$ cat src/rtl/rbss_pkg.sv
// Shared types, widths and constants of the ring buffer sample statistics block.
package rbss_pkg;

   // Field widths
   localparam int TEMP_W      = 12;
   localparam int VALUE_W     = 7;
   localparam int COUNT_W     = 16;
   localparam int SUM_OUT_W   = 13;
   localparam int MEAN_W      = 15;
   localparam int DUTY_W      = 8;
   localparam int CFG_W       = 7;

   // Ring sizing and register reset
   localparam int DEFAULT_MAX_DEPTH = 64;
   localparam int VALUE_MAX         = 127;
   localparam logic [CFG_W-1:0] RING_LENGTH_RESET = CFG_W'(50);

   // Saturation limits
   localparam logic [COUNT_W-1:0] COUNT_MAX = '1;
   localparam int SUM_OUT_MAX = 8191;
   localparam int MEAN_MAX    = 32767;
   localparam int DUTY_MAX    = 255;

   // Mean has 8 fraction bits
   localparam int MEAN_FRAC = 8;

   // Duty = temp_q4 * 255 / 960, which reduces exactly to temp_q4 * 17 / 64
   localparam int PWM_MUL   = 17;
   localparam int PWM_SHIFT = 6;
   localparam int PWM_PROD_W = 16;

   // One classified sample travelling from the front end to the back end
   typedef struct packed {
      logic [VALUE_W-1:0] value;
      logic [DUTY_W-1:0]  duty;
   } item_type;

   // Back end sequencer states
   typedef enum logic [2:0] {
      ST_IDLE,
      ST_OLD,
      ST_PREV,
      ST_DIV,
      ST_DONE
   } back_state_type;

endpackage

$ cat src/rtl/ring_buffer_sample_statistics_top.sv
// Ring buffer sample statistics: top level with the ring length register.
//
// Usage: each req_ beat carries one temperature sample (degrees C times 16).
// Each sample gives exactly one rsp_ beat: the stored integer value, the
// entry before it in the ring, reading and overwrite counts, the ring sum,
// the mean over the filled entries (8 fraction bits) and a PWM duty.
// The csr_ channel writes the ring length (1..MAX_DEPTH, clamped); write it
// only while no sample is in flight. It takes effect on the next sample.
// A sample passes from the two-beat queue through the back end states
// ST_IDLE, ST_OLD, ST_PREV, ST_DIV and ST_DONE into the result register.
// The serial restoring divider for the mean produces one quotient bit
// per cycle, and one sample is processed at a time, so the back end takes
// a new sample only once the last one has left ST_DONE.
// A two-beat queue sits in front of the back end, so samples are accepted
// while a result waits. When the receiver stalls the result register holds,
// the back end waits in its final step and the queue fills, then req_ready
// drops. Reset clears the ring (per-entry valid flags), counters, sum and
// write position and sets the ring length to 50; no clearing pass is needed.
module ring_buffer_sample_statistics_top import rbss_pkg::*; #(
   parameter int MAX_DEPTH = DEFAULT_MAX_DEPTH
) (
   input  logic                 clock,
   input  logic                 reset,
   input  logic                 csr_valid,
   output logic                 csr_ready,
   input  logic [CFG_W-1:0]     csr_ring_length,
   input  logic                 req_valid,
   output logic                 req_ready,
   input  logic [TEMP_W-1:0]    req_temp_q4,
   output logic                 rsp_valid,
   input  logic                 rsp_ready,
   output logic [VALUE_W-1:0]   rsp_current_value,
   output logic [VALUE_W-1:0]   rsp_previous_value,
   output logic [COUNT_W-1:0]   rsp_reading_count,
   output logic [COUNT_W-1:0]   rsp_overwrite_count,
   output logic [SUM_OUT_W-1:0] rsp_window_sum,
   output logic [MEAN_W-1:0]    rsp_window_mean_q8,
   output logic [DUTY_W-1:0]    rsp_pwm_duty
);

   logic [CFG_W-1:0] ring_length_ff, ring_length_in;
   logic             q_valid;
   item_type         q_item;
   logic             q_pop;

   // Ring length register, always ready for a beat
   assign csr_ready      = 1'b1;
   assign ring_length_in = (csr_valid && csr_ready) ? csr_ring_length : ring_length_ff;

   always_ff @(posedge clock) begin
      if (reset) begin
         ring_length_ff <= RING_LENGTH_RESET;
      end else begin
         ring_length_ff <= ring_length_in;
      end
   end

   // Accept and classify samples
   rbss_front u_front (
      .clock       (clock),
      .reset       (reset),
      .req_valid   (req_valid),
      .req_ready   (req_ready),
      .req_temp_q4 (req_temp_q4),
      .q_valid     (q_valid),
      .q_item      (q_item),
      .q_pop       (q_pop)
   );

   // Ring update, statistics and result register
   rbss_back #(
      .MAX_DEPTH (MAX_DEPTH)
   ) u_back (
      .clock               (clock),
      .reset               (reset),
      .ring_length         (ring_length_ff),
      .q_valid             (q_valid),
      .q_item              (q_item),
      .q_pop               (q_pop),
      .rsp_valid           (rsp_valid),
      .rsp_ready           (rsp_ready),
      .rsp_current_value   (rsp_current_value),
      .rsp_previous_value  (rsp_previous_value),
      .rsp_reading_count   (rsp_reading_count),
      .rsp_overwrite_count (rsp_overwrite_count),
      .rsp_window_sum      (rsp_window_sum),
      .rsp_window_mean_q8  (rsp_window_mean_q8),
      .rsp_pwm_duty        (rsp_pwm_duty)
   );

endmodule

$ cat src/rtl/rbss_ram.sv
// Generic single write port RAM with one registered read port.
module rbss_ram #(
   parameter int WIDTH = 8,
   parameter int DEPTH = 64
) (
   input  logic                     clock,
   input  logic                     wr_en,
   input  logic [$clog2(DEPTH)-1:0] wr_addr,
   input  logic [WIDTH-1:0]         wr_data,
   input  logic [$clog2(DEPTH)-1:0] rd_addr,
   output logic [WIDTH-1:0]         rd_data
);

   logic [WIDTH-1:0] mem_ff [DEPTH];
   logic [WIDTH-1:0] rd_data_ff;

   // Write and registered read
   always_ff @(posedge clock) begin
      if (wr_en) begin
         mem_ff[wr_addr] <= wr_data;
      end
      rd_data_ff <= mem_ff[rd_addr];
   end

   assign rd_data = rd_data_ff;

endmodule

$ cat src/rtl/rbss_front.sv
// Front end: accepts samples, classifies them and queues them for the back end.
module rbss_front import rbss_pkg::*; (
   input  logic              clock,
   input  logic              reset,
   input  logic              req_valid,
   output logic              req_ready,
   input  logic [TEMP_W-1:0] req_temp_q4,
   output logic              q_valid,
   output item_type          q_item,
   input  logic              q_pop
);

   item_type              slot_ff [2];
   logic                  head_ff, head_in;
   logic                  tail_ff, tail_in;
   logic [1:0]            fill_ff, fill_in;
   item_type              cls_item;
   logic                  negative;
   logic [PWM_PROD_W-1:0] pwm_prod;
   logic [PWM_PROD_W-1:0] pwm_duty_wide;
   logic                  push;

   // Classify: clamp negatives to zero, take the integer part, scale and saturate the duty
   always_comb begin
      negative       = req_temp_q4[TEMP_W-1];
      pwm_prod       = PWM_PROD_W'(req_temp_q4[TEMP_W-2:0]) * PWM_PROD_W'(PWM_MUL);
      pwm_duty_wide  = pwm_prod >> PWM_SHIFT;
      cls_item.value = negative ? '0 : req_temp_q4[TEMP_W-2:4];
      if (negative) begin
         cls_item.duty = '0;
      end else if (pwm_duty_wide > PWM_PROD_W'(DUTY_MAX)) begin
         cls_item.duty = DUTY_W'(DUTY_MAX);
      end else begin
         cls_item.duty = pwm_duty_wide[DUTY_W-1:0];
      end
   end

   // Two-entry queue control
   assign req_ready = (fill_ff != 2'd2);
   assign push      = req_valid && req_ready;
   assign q_valid   = (fill_ff != 2'd0);
   assign q_item    = slot_ff[head_ff];

   always_comb begin
      head_in = head_ff;
      tail_in = tail_ff;
      fill_in = fill_ff;
      if (push) begin
         tail_in = ~tail_ff;
      end
      if (q_pop && q_valid) begin
         head_in = ~head_ff;
      end
      case ({push, q_pop && q_valid})
         2'b10:   fill_in = fill_ff + 2'd1;
         2'b01:   fill_in = fill_ff - 2'd1;
         default: fill_in = fill_ff;
      endcase
   end

   always_ff @(posedge clock) begin
      if (reset) begin
         head_ff <= 1'b0;
         tail_ff <= 1'b0;
         fill_ff <= 2'd0;
      end else begin
         head_ff <= head_in;
         tail_ff <= tail_in;
         fill_ff <= fill_in;
      end
   end

   // Store the classified beat
   always_ff @(posedge clock) begin
      if (push) begin
         slot_ff[tail_ff] <= cls_item;
      end
   end

endmodule

$ cat src/rtl/rbss_back.sv
// Back end: ring update, running sum, counters, serial mean divider and result register.
module rbss_back import rbss_pkg::*; #(
   parameter int MAX_DEPTH = DEFAULT_MAX_DEPTH
) (
   input  logic               clock,
   input  logic               reset,
   input  logic [CFG_W-1:0]   ring_length,
   input  logic               q_valid,
   input  item_type           q_item,
   output logic               q_pop,
   output logic               rsp_valid,
   input  logic               rsp_ready,
   output logic [VALUE_W-1:0]   rsp_current_value,
   output logic [VALUE_W-1:0]   rsp_previous_value,
   output logic [COUNT_W-1:0]   rsp_reading_count,
   output logic [COUNT_W-1:0]   rsp_overwrite_count,
   output logic [SUM_OUT_W-1:0] rsp_window_sum,
   output logic [MEAN_W-1:0]    rsp_window_mean_q8,
   output logic [DUTY_W-1:0]    rsp_pwm_duty
);

   localparam int POS_W  = $clog2(MAX_DEPTH);
   localparam int LEN_W  = $clog2(MAX_DEPTH + 1);
   localparam int SUM_W  = $clog2(MAX_DEPTH * VALUE_MAX + 1);
   localparam int DIV_W  = SUM_W + MEAN_FRAC;
   localparam int STEP_W = $clog2(DIV_W + 1);

   back_state_type       state_ff, state_in;
   logic [POS_W-1:0]     wp_ff, wp_in;
   logic [COUNT_W-1:0]   readings_ff, readings_in;
   logic [COUNT_W-1:0]   overwrites_ff, overwrites_in;
   logic [SUM_W-1:0]     sum_ff, sum_in;
   logic [MAX_DEPTH-1:0] filled_ff, filled_in;
   logic                 out_valid_ff, out_valid_in;

   item_type             item_ff, item_in;
   logic [POS_W-1:0]     pos_ff, pos_in;
   logic [POS_W-1:0]     prev_idx_ff, prev_idx_in;
   logic [LEN_W-1:0]     len_ff, len_in;
   logic [LEN_W-1:0]     n_ff, n_in;
   logic [VALUE_W-1:0]   prev_ff, prev_in;
   logic [LEN_W-1:0]     rem_ff, rem_in;
   logic [DIV_W-1:0]     quo_ff, quo_in;
   logic [STEP_W-1:0]    step_ff, step_in;

   logic [VALUE_W-1:0]   out_cur_ff, out_cur_in;
   logic [VALUE_W-1:0]   out_prev_ff, out_prev_in;
   logic [COUNT_W-1:0]   out_rd_ff, out_rd_in;
   logic [COUNT_W-1:0]   out_ow_ff, out_ow_in;
   logic [SUM_OUT_W-1:0] out_sum_ff, out_sum_in;
   logic [MEAN_W-1:0]    out_mean_ff, out_mean_in;
   logic [DUTY_W-1:0]    out_duty_ff, out_duty_in;

   logic [LEN_W-1:0]     len_clamped;
   logic [POS_W-1:0]     pos_calc;
   logic [POS_W-1:0]     prev_calc;
   logic [LEN_W-1:0]     pos_plus;
   logic [VALUE_W-1:0]   old_value;
   logic [COUNT_W-1:0]   readings_next;
   logic [LEN_W:0]       rem_shift;
   logic                 ram_we;
   logic [POS_W-1:0]     ram_waddr;
   logic [POS_W-1:0]     ram_raddr;
   logic [VALUE_W-1:0]   ram_rdata;

   // Sample ring storage
   rbss_ram #(
      .WIDTH (VALUE_W),
      .DEPTH (MAX_DEPTH)
   ) u_ring (
      .clock   (clock),
      .wr_en   (ram_we),
      .wr_addr (ram_waddr),
      .wr_data (item_ff.value),
      .rd_addr (ram_raddr),
      .rd_data (ram_rdata)
   );

   // Effective length and the slot the next sample goes to
   always_comb begin
      if (32'(ring_length) > MAX_DEPTH) begin
         len_clamped = LEN_W'(MAX_DEPTH);
      end else if (ring_length == '0) begin
         len_clamped = LEN_W'(1);
      end else begin
         len_clamped = LEN_W'(ring_length);
      end
      pos_calc  = (LEN_W'(wp_ff) >= len_clamped) ? '0 : wp_ff;
      prev_calc = (pos_calc == '0) ? POS_W'(len_clamped - LEN_W'(1)) : pos_calc - POS_W'(1);
   end

   // Sequencer: next state, datapath and result register loads
   always_comb begin
      state_in      = state_ff;
      wp_in         = wp_ff;
      readings_in   = readings_ff;
      overwrites_in = overwrites_ff;
      sum_in        = sum_ff;
      filled_in     = filled_ff;
      out_valid_in  = out_valid_ff;
      item_in       = item_ff;
      pos_in        = pos_ff;
      prev_idx_in   = prev_idx_ff;
      len_in        = len_ff;
      n_in          = n_ff;
      prev_in       = prev_ff;
      rem_in        = rem_ff;
      quo_in        = quo_ff;
      step_in       = step_ff;
      out_cur_in    = out_cur_ff;
      out_prev_in   = out_prev_ff;
      out_rd_in     = out_rd_ff;
      out_ow_in     = out_ow_ff;
      out_sum_in    = out_sum_ff;
      out_mean_in   = out_mean_ff;
      out_duty_in   = out_duty_ff;
      q_pop         = 1'b0;
      ram_we        = 1'b0;
      ram_waddr     = pos_ff;
      ram_raddr     = pos_calc;
      old_value     = filled_ff[pos_ff] ? ram_rdata : '0;
      readings_next = (readings_ff == COUNT_MAX) ? readings_ff : readings_ff + COUNT_W'(1);
      pos_plus      = LEN_W'(pos_ff) + LEN_W'(1);
      rem_shift     = {rem_ff, quo_ff[DIV_W-1]};

      // Drop the result once the receiver takes it
      if (rsp_ready) begin
         out_valid_in = 1'b0;
      end

      unique case (state_ff)
         ST_IDLE: begin
            // Take a queued beat and start reading the entry to be replaced
            if (q_valid) begin
               q_pop       = 1'b1;
               item_in     = q_item;
               pos_in      = pos_calc;
               prev_idx_in = prev_calc;
               len_in      = len_clamped;
               state_in    = ST_OLD;
            end
         end
         ST_OLD: begin
            // Replace the entry, update the sum, counters and write position
            sum_in           = sum_ff - SUM_W'(old_value) + SUM_W'(item_ff.value);
            ram_we           = 1'b1;
            filled_in[pos_ff] = 1'b1;
            readings_in      = readings_next;
            if (readings_next > COUNT_W'(len_ff) && overwrites_ff != COUNT_MAX) begin
               overwrites_in = overwrites_ff + COUNT_W'(1);
            end
            wp_in     = (pos_plus >= len_ff) ? '0 : POS_W'(pos_plus);
            ram_raddr = prev_idx_ff;
            state_in  = ST_PREV;
         end
         ST_PREV: begin
            // Capture the neighbour entry and load the divider
            if (prev_idx_ff == pos_ff) begin
               prev_in = item_ff.value;
            end else begin
               prev_in = filled_ff[prev_idx_ff] ? ram_rdata : '0;
            end
            n_in     = (readings_ff < COUNT_W'(len_ff)) ? LEN_W'(readings_ff) : len_ff;
            rem_in   = '0;
            quo_in   = {sum_ff, {MEAN_FRAC{1'b0}}};
            step_in  = '0;
            state_in = ST_DIV;
         end
         ST_DIV: begin
            // One quotient bit per cycle, restoring division
            if (rem_shift >= {1'b0, n_ff}) begin
               rem_in = LEN_W'(rem_shift - {1'b0, n_ff});
               quo_in = {quo_ff[DIV_W-2:0], 1'b1};
            end else begin
               rem_in = LEN_W'(rem_shift);
               quo_in = {quo_ff[DIV_W-2:0], 1'b0};
            end
            step_in = step_ff + STEP_W'(1);
            if (step_ff == STEP_W'(DIV_W - 1)) begin
               state_in = ST_DONE;
            end
         end
         ST_DONE: begin
            // Hold until the result register is free, then load it
            if (!out_valid_ff || rsp_ready) begin
               out_valid_in = 1'b1;
               out_cur_in   = item_ff.value;
               out_prev_in  = prev_ff;
               out_rd_in    = readings_ff;
               out_ow_in    = overwrites_ff;
               out_sum_in   = (32'(sum_ff) > SUM_OUT_MAX) ? SUM_OUT_W'(SUM_OUT_MAX)
                                                          : SUM_OUT_W'(sum_ff);
               out_mean_in  = (32'(quo_ff) > MEAN_MAX) ? MEAN_W'(MEAN_MAX)
                                                       : MEAN_W'(quo_ff);
               out_duty_in  = item_ff.duty;
               state_in     = ST_IDLE;
            end
         end
         default: begin
            state_in = ST_IDLE;
         end
      endcase
   end

   // Control state
   always_ff @(posedge clock) begin
      if (reset) begin
         state_ff      <= ST_IDLE;
         wp_ff         <= '0;
         readings_ff   <= '0;
         overwrites_ff <= '0;
         sum_ff        <= '0;
         filled_ff     <= '0;
         out_valid_ff  <= 1'b0;
      end else begin
         state_ff      <= state_in;
         wp_ff         <= wp_in;
         readings_ff   <= readings_in;
         overwrites_ff <= overwrites_in;
         sum_ff        <= sum_in;
         filled_ff     <= filled_in;
         out_valid_ff  <= out_valid_in;
      end
   end

   // Payload registers
   always_ff @(posedge clock) begin
      item_ff     <= item_in;
      pos_ff      <= pos_in;
      prev_idx_ff <= prev_idx_in;
      len_ff      <= len_in;
      n_ff        <= n_in;
      prev_ff     <= prev_in;
      rem_ff      <= rem_in;
      quo_ff      <= quo_in;
      step_ff     <= step_in;
      out_cur_ff  <= out_cur_in;
      out_prev_ff <= out_prev_in;
      out_rd_ff   <= out_rd_in;
      out_ow_ff   <= out_ow_in;
      out_sum_ff  <= out_sum_in;
      out_mean_ff <= out_mean_in;
      out_duty_ff <= out_duty_in;
   end

   assign rsp_valid           = out_valid_ff;
   assign rsp_current_value   = out_cur_ff;
   assign rsp_previous_value  = out_prev_ff;
   assign rsp_reading_count   = out_rd_ff;
   assign rsp_overwrite_count = out_ow_ff;
   assign rsp_window_sum      = out_sum_ff;
   assign rsp_window_mean_q8  = out_mean_ff;
   assign rsp_pwm_duty        = out_duty_ff;

endmodule
$ cat config.mk
export PLATFORM = sky130hd
export DESIGN_NAME = ring_buffer_sample_statistics_top
export DESIGN_NICKNAME = d
export VERILOG_FILES = /design/src/rtl/rbss_pkg.sv /design/src/rtl/ring_buffer_sample_statistics_top.sv /design/src/rtl/rbss_ram.sv /design/src/rtl/rbss_front.sv /design/src/rtl/rbss_back.sv
export SDC_FILE = /design/constraint.sdc
export NUM_CORES = 1
export LEC_CHECK = 0
export BUFFER_PORTS_ARGS = -buffer_cell sky130_fd_sc_hd__buf_2
export CAP_MARGIN = 0
export CORE_MARGIN = 1.5
export CORE_UTILIZATION = 25
export CTS_BUF_LIST = sky130_fd_sc_hd__clkbuf_8
export CTS_CLUSTER_DIAMETER = 30
export DETAILED_ROUTE_END_ITERATION = 7
export PLACE_DENSITY = 0.39
export SYNTH_ARGS = -nofsm -noshare
export SYNTH_HDL_FRONTEND = slang
export SYNTH_HIERARCHICAL = 1
export SYNTH_SLANG_ARGS = --single-unit
export TNS_END_PERCENT = 10
$ cat constraint.sdc
create_clock -name clock -period 4.15 [get_ports clock]
set_clock_uncertainty 0.1 [all_clocks]
set_input_delay 1.0375 -clock clock [delete_from_list [all_inputs] [get_ports clock]]
set_output_delay 1.0375 -clock clock [all_outputs]
set_load 0.1 [all_outputs]
==> summary.md, run 1 <==
| Metric | Value |
|---|---|
| Worst Path Buf+Inv | `5` |
| Final period util | `1.02` |
| Placed Instances | `4249` |
| WL per Instance | `20.5 um` |
| Final HPWL DP | `62.4 mm` |
| Worst path depth | `18` |
| Worst r2r path cells | `18` |
| Failing checks | `negative setup slack` |
| Synthesized area per cell | `14.6 um^2` |
| Syn nets | `2391` |
| Clock Pin Slew Worst Setup and Hold Paths | `0.05 ns` |
| Power Density | `726 mW/mm^2` |
| Slowest-stage cell, CP | `mux4_2` |
| Clock Latency Late Sink | `0.85 ns` |
| Global-route wire length before repair | `140 mm` |
| Final Instance Area | `0.0416 mm^2` |
| Core footprint | `0.133 mm^2` |
| CTS H-tree depth | `4` |
| Async set-reset flop share out of synthesis | `0` |
| Setup TNS | `-0.0898 ns` |
| LEAKAGE | `14.3 nW` |
| I/O Buffers | `107` |
| Routed WL | `93.6 mm` |
| Sw frac | `0.339` |
| Initial Utilization | `0.252` |
| Vias/cell | `4.56` |
| Final Hold Fails | `0` |
| CP Data Arrival Time | `4.87 ns` |
| Minimum clock period | `4.21 ns` |
| Total grt overflow | `0` |
| Startpoint Class | `register` |
| Final hold slack | `0.309 ns` |
| Final Worst Setup Slack | `-0.0637 ns` |
| Root buf cell | `clkbuf_8` |
| 1st-pass router iterations | `5` |
| Max_slew headroom | `0.135` |
| Die area | `0.136 mm^2` |
| Nets@finish | `2761` |
| Num rows | `134` |
| Die width | `369 um` |
| Slew @ Worst Pin | `1.29 ns` |
| Critical Path End Type | `register` |
| Power Internal | `19.9 mW` |
| # Max-Cap Violations | `0` |
| Seq/Total Area, Yosys | `0.656` |
| Die Height | `369 um` |
| Largest delay share family, worst path | `simple AND/OR/NAND/NOR gates` |
| Post-DRT Antenna Nets | `0` |
| Max clock buf depth | `3` |
| Final setup viols | `2` |
| Worst Hold Path Cells | `0` |
| Initial DRC count | `1206` |
| Synthesized cell area | `0.0336 mm^2` |
| Max VDD drop | `0.000365 V` |
| Vias in the first global route | `21900` |
| Post-place setup slack | `-0.263 ns` |
| Slowest stage delay, CP | `0.48 ns` |
| Ys flop type | `edfxtp_1` |
| Sink Count | `779` |
| Post-synth cell types | `83` |
| IO Pins | `109` |
| Num CTS Buffers | `172` |
| Total Power | `30.2 mW` |
| Sequential share of power | `0.342` |
| Final count of pins violating max slew | `0` |
| Initial antenna violation count | `3` |
| Most frequent cells in the layout | `edfxtp_1, nor2_1, buf_4` |
| Mapped Cells | `2293` |
| Commonest non-fill, non-tap cell in the layout | `edfxtp_1` |
| Overall global routing resource usage | `0.138` |
| Synth-to-Final Area Change | `23.9%` |
| Number of remaining DRC errors | `0` |
| Area after DPL | `0.0374 mm^2` |
| Hold_buf cts | `0` |
| Via count | `20900` |
| Finished Layout Cells | `4577` |
| # fillers | `13300` |
| YS warnings | `6` |
| Clock Power Share | `0.308` |
| Critical Path RT | `4.81 ns` |
| Max FO, Critical Path | `6` |
| F_max | `0.237 GHz` |
| Status | `finished, violations left` |
| Ratio of cells with drive above 1 in the final layout | `0.291` |
| CP Cell Sequence | `buf_6, mux4_2, mux2i_1, nor3_1, o21ai_1, nand4_1, buf_6, buf_4, and2_1, fa_1, inv_1, ha_1, buf_4, and3_1, a21oi_2, a211o_1, or4_1, o311ai_1` |
| Final GP Congestion | `0.846` |
| Hold Path Class | `reg -> reg` |
| CTS tree | `yes` |
| Post-synth EDFFs | `641` |
| Critical path type | `reg -> reg` |
| Largest net degree at the start of global routing | `67` |
| Psw | `10.2 mW` |
| Combinational fraction of design power | `0.350` |
| RSZ-0062 raised after global routing | `yes` |
| Util after Layout | `0.312` |
| Flops & latches, synth | `779` |
## registers in the layout, summed over array words and instances, names as in the netlist, 13 cells and up, named ones only
name                        flops
u_back/filled_ff               64
u_back/overwrites_ff           16
u_front/slot_ff                30
u_back/readings_ff             16
u_back/rsp_window_sum          13
u_back/rsp_window_mean_q8      15
u_back/quo_ff                  21
u_back/u_ring/mem_ff          448
u_back/sum_ff                  13
u_back/rsp_reading_count       16
u_back/rsp_overwrite_count     16
u_back/item_ff                 15
## layout make-up
cell class | instances | area, um^2 | share of cell area
Inverter | 73 | 274 | 0.00659
Clock buffer | 177 | 2440 | 0.0586
Clock inverter | 142 | 1420 | 0.0342
Multi-Input combinational cell | 1328 | 11000 | 0.264
Timing Repair Buffer | 309 | 2250 | 0.0541
Sequential cell | 779 | 22000 | 0.529
Antenna cell | 1 | 2.50 | 0.0000602
Tap cell | 1768 | 2210 | 0.0532
## metal layers
| layer | wire, um | GRT usage |
|---|---|---|
| met3 | 4240 | 0.0327 |
| met1 | 40500 | 0.170 |
| met2 | 46200 | 0.232 |
| met4 | 2700 | 0.0525 |
| met5 | 13 | 0 |
## worst paths after layout
| path | startpoint | to | slack (ns) |
|---|---|---|---|
| max reg2reg | u_back/pos_ff[0]$_DFFE_PP_ | u_back/sum_ff[11]$_SDFFE_PP0P_ | -0.06 |
| min reg2reg | u_back/item_ff[0]$_DFFE_PP_ | u_back/rsp_pwm_duty[0]$_DFFE_PP_ | 0.31 |
| min | u_back/item_ff[0]$_DFFE_PP_ | u_back/rsp_pwm_duty[0]$_DFFE_PP_ | 0.31 |
| max | u_back/pos_ff[0]$_DFFE_PP_ | u_back/sum_ff[11]$_SDFFE_PP0P_ | -0.06 |
## repair_timing
item	4_1_cts	5_1_grt
buffers inserted	8	1
cloned	0	0
endpoints found under the setup margin	16	27
resized for setup	33	22
pin swaps	19	14
## cell families (layout without fill, tap and decap cells)
logic type | count (synthesis) | in the layout | share of synthesized area
fa+ha+maj | 74 | 74 | 0.0296
other cells | 1 | 2 | 0.000112
xor+xnor | 51 | 51 | 0.0133
simple gates | 644 | 644 | 0.0932
compound gates | 351 | 351 | 0.0670
mux | 207 | 207 | 0.115
flops | 779 | 779 | 0.656
buf+inv | 186 | 701 | 0.0252
## power groups by stage
stage	sequential [mW]	combinational, mW	clock (mW)
floorplan	10.5	5.91	0
global placement	10.5	10.1	0
detailed placement	10.5	10.2	0
CTS	10.3	10.6	9.60
global route	10.4	11.5	9.98
finish	10.3	10.6	9.30
## cell usage after synthesis (12+ instances only)
master,number,share of area
a211oi_1,13,0.0029
a21o_1,15,0.0034
a21oi_1,124,0.018
a22oi_1,14,0.0031
a31oi_1,14,0.0026
and2_1,15,0.0028
and3_1,18,0.0034
buf_1,13,0.0015
buf_2,22,0.0033
clkbuf_1,60,0.0067
dfxtp_1,138,0.082
edfxtp_1,641,0.57
ha_1,65,0.024
inv_1,73,0.0082
mux2_2,27,0.0091
mux2i_1,30,0.0090
mux4_2,137,0.092
nand2_1,120,0.013
nand2b_1,16,0.0030
nand3_1,50,0.0075
nand4_1,21,0.0039
nor2_1,240,0.027
nor2b_1,37,0.0069
nor3_1,39,0.0058
nor3b_1,13,0.0029
nor4_1,13,0.0024
o21ai_0,51,0.0076
o21ai_1,12,0.0018
o22ai_1,19,0.0035
o31ai_1,15,0.0034
or2_2,18,0.0034
xnor2_1,32,0.0084
xor2_1,19,0.0050
(Power assumes the default switching activity.)
==> inputs of run 2 (changes only) <==
==> constraint.sdc (replaced) <==
create_clock -name clock -period 4.15 [get_ports clock]
set_clock_uncertainty 0.1 [all_clocks]
set_input_delay 0.2075 -clock clock [delete_from_list [all_inputs] [get_ports clock]]
set_output_delay 0.2075 -clock clock [all_outputs]
set_load 0.1 [all_outputs]
==> summary.md, run 2 (synthesis gave the netlist of run 1 again) <==
| Metric | Value |
|---|---|
| Status | `finished, violations left` |
| Failing checks | `negative setup slack` |
| Total grt overflow | `0` |
| Num rows | `134` |
| Slew @ Worst Pin | `1.07 ns` |
| Root buf cell | `clkbuf_8` |
| Global-route wire length before repair | `141 mm` |
| RSZ-0062 raised after global routing | `yes` |
| Sink Count | `779` |
| Finished Layout Cells | `4628` |
| Critical path type | `reg -> reg` |
| Final Worst Setup Slack | `-0.0600 ns` |
| Die area | `0.136 mm^2` |
| CTS H-tree depth | `4` |
| Post-place setup slack | `-0.284 ns` |
| Nets@finish | `2804` |
| Power Internal | `20.6 mW` |
| IO Pins | `109` |
| Ratio of cells with drive above 1 in the final layout | `0.294` |
| Largest registers | `u_back/u_ring/mem_ff (448), u_back/filled_ff (64), u_front/slot_ff (30)` |
| Commonest non-fill, non-tap cell in the layout | `edfxtp_1` |
| WL per Instance | `20.5 um` |
| Most frequent cells in the layout | `edfxtp_1, nor2_1, clkbuf_8` |
| Core footprint | `0.133 mm^2` |
| Hold Path Class | `in -> reg` |
| Vias/cell | `4.59` |
| Post-DRT Antenna Nets | `0` |
| F_max | `0.238 GHz` |
| Via count | `21200` |
| Startpoint Class | `register` |
| Synth-to-Final Area Change | `26.1%` |
| Power Density | `732 mW/mm^2` |
| Psw | `10.3 mW` |
| Overall global routing resource usage | `0.139` |
| Clock Power Share | `0.321` |
| Routed WL | `94.8 mm` |
| Die width | `369 um` |
| Final HPWL DP | `62.4 mm` |
| Placed Instances | `4246` |
| Largest net degree at the start of global routing | `76` |
| Final Hold Fails | `0` |
| Final GP Congestion | `0.848` |
| Max reg flops | `448` |
| Minimum clock period | `4.21 ns` |
| Critical Path End Type | `register` |
| Initial antenna violation count | `1` |
| Combinational fraction of design power | `0.346` |
| Setup TNS | `-0.0972 ns` |
| CP Data Arrival Time | `4.91 ns` |
| Clock Latency Late Sink | `0.90 ns` |
| Initial DRC count | `1198` |
| Max VDD drop | `0.000375 V` |
| I/O Buffers | `107` |
| Sequential share of power | `0.333` |
| Clock Pin Slew Worst Setup and Hold Paths | `0.05 ns` |
| Most flop-heavy register | `u_back/u_ring/mem_ff` |
| 1st-pass router iterations | `5` |
| Num CTS Buffers | `178` |
| Final count of pins violating max slew | `0` |
| Initial Utilization | `0.252` |
| Util after Layout | `0.317` |
| Vias in the first global route | `22300` |
| Sw frac | `0.334` |
| Final setup viols | `2` |
| LEAKAGE | `14.6 nW` |
| Number of remaining DRC errors | `0` |
| # Max-Cap Violations | `0` |
| CTS tree | `yes` |
| Final period util | `1.01` |
| Die Height | `369 um` |
| Critical Path RT | `4.85 ns` |
| Max_slew headroom | `0.282` |
| Max FO, Critical Path | `15` |
| Max clock buf depth | `3` |
-- run 2: changes by cell type in the layout (fill, tap and decap cells not counted), sizes merged --
| cell | previous run | this run |
|---|---|---|
| clkbuf | 177 | 186 |
| buf | 309 | 306 |
| dlygate4sd3 | 0 | 40 |
| clkinv | 62 | 67 |
| clkinvlp | 17 | 10 |
| diode | 1 | 2 |
| bufinv | 24 | 30 |
-- run 2: area by class of cell --
class / count / area [um^2]
fillers: 13200 / 91000
well taps: 1768 / 2210
flip-flops and latches: 779 / 22000
multi-input cells: 1328 / 11000
clock inverters: 146 / 1590
repair buffers: 346 / 2630
inverters: 73 / 274
diodes: 2 / 5.00
clock buffers: 186 / 2560
-- run 2: stage by stage --
| step | hold slack [ns] | instance area, um^2 | total power, mW |
|---|---|---|---|
| floorplan | 0.177 | 33600 | 16.4 |
| global placement | 0.303 | 37400 | 20.6 |
| detailed placement | 0.305 | 37400 | 20.7 |
| CTS | 0.0143 | 42100 | 31.1 |
| global route | 0.120 | 42300 | 32.5 |
| finish | 0.135 | 42300 | 31.0 |
-- run 2: worst max-delay path, cell delays in order, from the launching register on --
cell and delay (ns):
edfxtp_1 0.41, buf_12 0.18, and2_1 0.21, a221oi_1 0.33, nor2_1 0.08, o21ai_1 0.18, nand4_1 0.14, buf_6 0.16
buf_4 0.13, and2_1 0.16, fa_1 0.47, inv_1 0.05, ha_2 0.18, or3_4 0.40, o21ai_4 0.08, a211oi_2 0.07
o31ai_2 0.27, xnor2_1 0.11, or3_1 0.30, a21oi_1 0.11
-- run 2: worst paths after layout --
kind / startpoint / end / slack, ns / cells past startpoint
hold / removal: req_temp_q4[2] / u_front/slot_ff[0][1]$_DFFE_PP_ / 0.14 / 5
setup reg to reg: u_back/pos_ff[1]$_DFFE_PP_ / u_back/sum_ff[12]$_SDFFE_PP0P_ / -0.06 / 19
setup / recovery: u_back/pos_ff[1]$_DFFE_PP_ / u_back/sum_ff[12]$_SDFFE_PP0P_ / -0.06 / 19
hold reg to reg: u_back/item_ff[4]$_DFFE_PP_ / u_back/rsp_pwm_duty[4]$_DFFE_PP_ / 0.31 / 0
-- run 2: layer usage --
metal / part of all wire / GRT usage / vias to the layer above
met3: 0.044 / 0.0306 / 127
met5: 0 / 0 / -
met4: 0.021 / 0.0444 / 0
li1: - / - / 9711
met2: 0.50 / 0.236 / 515
met1: 0.43 / 0.173 / 10900
-- run 2: what timing repair did --
action,CTS,global route
setup buffers,6,2
setup endpoints to repair,26,30
pin swaps,9,18
hold endpoints to repair,111,0
gates resized for setup,27,37
hold buffers,40,0
-- run 2: power groups by stage --
stage,logic [mW],clock network [mW],registers [mW]
after floorplan,5.91,0,10.5
after CTS,10.5,10.2,10.3
final,10.7,9.93,10.3
after global placement,10.1,0,10.5
after detailed placement,10.2,0,10.5
after global routing,11.6,10.6,10.4
==> inputs of run 3 (changes only) <==
ABC_AREA = 1   (was not set)
==> summary.md, run 3 <==
| Metric | Value |
|---|---|
| Initial DRC count | `1556` |
| CP Cell Sequence | `buf_4, nand2_2, nor2_1, inv_2, o22ai_1, a221oi_1, nand2_1, nand2_1, nand2_1, nor2_2, buf_6, a21oi_1, fa_1, inv_1, ha_1, a21oi_1, nand2_1, a21oi_1, o21ai_2, buf_4, xor2_1, o21ai_0, inv_1` |
| Multi-input gate area | `0.0110 mm^2` |
| Initial Utilization | `0.252` |
| Die Height | `375 um` |
| Async set-reset flop share out of synthesis | `0` |
| Sequential share of power | `0.325` |
| CTS H-tree depth | `4` |
| Synth top area share | `0.555` |
| Vias in the first global route | `25300` |
| Total grt overflow | `0` |
| Overall global routing resource usage | `0.148` |
| Most flop-heavy register | `u_back/u_ring/mem_ff` |
| Slowest-stage cell, CP | `fa_1` |
| Largest delay share family, worst path | `compound AO/OA/AOI/OAI gates` |
| Hold Path Class | `in -> reg` |
| Synthesized area per cell | `10.2 um^2` |
| Ratio of cells with drive above 1 in the final layout | `0.176` |
| Global-route wire length before repair | `158 mm` |
| Critical Path End Type | `register` |
| Core footprint | `0.137 mm^2` |
| Max clock buf depth | `3` |
| Routed WL | `105 mm` |
| WL per Instance | `18.5 um` |
| RSZ-0062 raised after global routing | `yes` |
| IO Pins | `109` |
| 1st-pass router iterations | `5` |
| LEAKAGE | `16.5 nW` |
| Most frequent cells in the layout | `nand2_1, edfxtp_1, nand3_1` |
| Clock Latency Late Sink | `0.88 ns` |
| # Max-Cap Violations | `0` |
| Initial antenna violation count | `3` |
| Minimum clock period | `3.91 ns` |
| Max_slew headroom | `0.300` |
| Seq/Total Area, Yosys | `0.635` |
| CP Data Arrival Time | `4.57 ns` |
| Status | `finished, final reports clean` |
| CTS tree | `yes` |
| Die area | `0.141 mm^2` |
| Num rows | `136` |
| Hold Crit Start | `req_temp_q4[2]` |
| Worst Setup SP | `u_back/pos_ff[2]$_DFFE_PP_` |
| Worst Path Buf+Inv | `6` |
| Num CTS Buffers | `186` |
| Critical Path RT | `4.81 ns` |
| Vias/cell | `4.43` |
| Post-synth EDFFs | `641` |
| Max VDD drop | `0.000518 V` |
| Slew @ Worst Pin | `1.05 ns` |
| Synth-to-Final Area Change | `24.3%` |
| I/O Buffers | `107` |
| Slowest stage delay, CP | `0.48 ns` |
| Via count | `25200` |
| Max reg flops | `448` |
| Largest net degree at the start of global routing | `67` |
| Worst reg2reg startpoint | `u_back/pos_ff[2]$_DFFE_PP_` |
| F_max | `0.256 GHz` |
| Area contributors post-synth | `edfxtp_1, nand2_1, dfxtp_1, nand3_1, inv_1` |
| Sink Count | `779` |
| Root buf cell | `clkbuf_8` |
| Sw frac | `0.384` |
| Die width | `375 um` |
| Mapped Cells | `3391` |
| Post-DRT Antenna Nets | `0` |
| Final setup viols | `0` |
| Critical path type | `reg -> reg` |
| Final GP Congestion | `0.831` |
| Final Hold Fails | `0` |
| Setup TNS | `0 ns` |
| Synthesized cell area | `0.0347 mm^2` |
| Psw | `12.1 mW` |
| YS warnings | `6` |
| Ys flop type | `edfxtp_1` |
| Post-synth cell types | `55` |
| Final HPWL DP | `68.3 mm` |
| Combinational fraction of design power | `0.348` |
| Largest registers | `u_back/u_ring/mem_ff (448), u_back/filled_ff (64), u_front/slot_ff (30)` |
| Final hold slack | `0.0757 ns` |
| # fillers | `14400` |
| Cell with the most instances after synthesis | `nand2_1` |
| Flops & latches, synth | `779` |
| FF+latch area | `0.0220 mm^2` |
| Synth top cells by count | `nand2_1, edfxtp_1, nand3_1, inv_1, nor2_1` |
| Power Density | `735 mW/mm^2` |
| Syn nets | `3489` |
| Commonest non-fill, non-tap cell in the layout | `nand2_1` |
| Power Internal | `19.5 mW` |
| Clock Pin Slew Worst Setup and Hold Paths | `0.05 ns` |
| Final count of pins violating max slew | `0` |
| Startpoint Class | `register` |
| CP dominant cell by count | `nand2_1` |
| Yosys top cell by area | `edfxtp_1` |
| Clock Power Share | `0.327` |
| Nets@finish | `3844` |
| Max FO, Critical Path | `7` |
| Number of remaining DRC errors | `0` |
| Final period util | `0.942` |
## run 3: changes by cell type after synthesis, moves of 19 or more
| cell | before | now |
|---|---|---|
| nand3_1 | 50 | 463 |
| nand2_1 | 120 | 880 |
| nor2b_1 | 37 | 0 |
| o211ai_1 | 2 | 21 |
| o21ai_0 | 51 | 99 |
| mux2i_1 | 30 | 0 |
| a21oi_1 | 124 | 169 |
| buf_2 | 22 | 56 |
| mux4_2 | 137 | 0 |
| inv_1 | 73 | 269 |
| xnor2_1 | 32 | 7 |
## run 3: power groups by stage
stage | Sequential [mW] | Clock (mW) | Combinational (mW)
after floorplan | 10.4 | 0 | 6.67
after global placement | 10.4 | 0 | 11.0
after detailed placement | 10.4 | 0 | 11.0
after CTS | 10.3 | 10.7 | 11.1
after global routing | 10.3 | 11.0 | 12.2
final | 10.3 | 10.4 | 11.0
## run 3: area by class of cell
class                      count  area share
clock buffer                 198      0.0633
multi-input combinational   2176       0.255
timing repair buffer         321      0.0569
clock inverter               148      0.0368
antenna                        1   0.0000581
sequential                   779       0.511
inverter                     282      0.0248
tap                         1794      0.0521
## run 3: through the flow
| stage | total power, mW | util | area [um^2] | instances | setup WS (ns) |
|---|---|---|---|---|---|
| finish | 31.6 | 0.313 | 43100 | 5699 | 0.242 |
| floorplan | 17.1 | - | 34700 | 3391 | 0.0534 |
| global placement | 21.5 | 0.278 | 38200 | 5307 | -0.0911 |
| detailed placement | 21.4 | 0.278 | 38200 | 5307 | -0.152 |
| global route | 33.6 | 0.313 | 43100 | 5699 | -0.0450 |
| CTS | 32.0 | 0.312 | 42900 | 5691 | 0.0187 |
## run 3: kinds of logic (layout without fill, tap and decap cells)
kind of cell,count (synthesis),in the layout,synth area share
other,1,2,0.000108
buffers and inverters,436,949,0.0533
AOI/OAI and AO/OA,362,362,0.0585
adders and majority gates,74,74,0.0287
muxes,15,15,0.00487
and+or+nand+nor,1681,1681,0.208
xor gates and xnor gates,43,43,0.0109
DFF,779,779,0.635
## run 3: per-layer routing
metal	wire, um	track usage	up-vias
met1	51500	0.206	12100
met5	7	0	-
met2	47200	0.231	495
li1	-	-	12400
met4	2650	0.0526	2
met3	3800	0.0254	192
## run 3: worst paths after layout
kind / end / slack (ns) / cells past startpoint
hold reg to reg: u_back/rsp_pwm_duty[6]$_DFFE_PP_ / 0.31 / 0
hold / removal: u_front/slot_ff[1][0]$_DFFE_PP_ / 0.08 / 5
setup reg to reg: u_back/sum_ff[8]$_SDFFE_PP0P_ / 0.24 / 23
setup / recovery: u_back/sum_ff[8]$_SDFFE_PP0P_ / 0.24 / 23
## run 3: what timing repair did
action,in CTS,in global routing
hold endpoints to repair,151,0
setup endpoints to repair,3,7
resized for setup,4,35
setup buffers,0,7
pin swaps,0,8
hold buffers,38,0
## run 3: worst reg2reg max path: cells and delay by family, from the launching register on
family | cells | cell delay, ns
AOI/OAI and AO/OA | 7 | 1.01
xor gates and xnor gates | 1 | 0.13
adders and majority gates | 2 | 0.79
buffers and inverters | 6 | 0.70
DFF | 1 | 0.47
and+or+nand+nor | 7 | 0.63
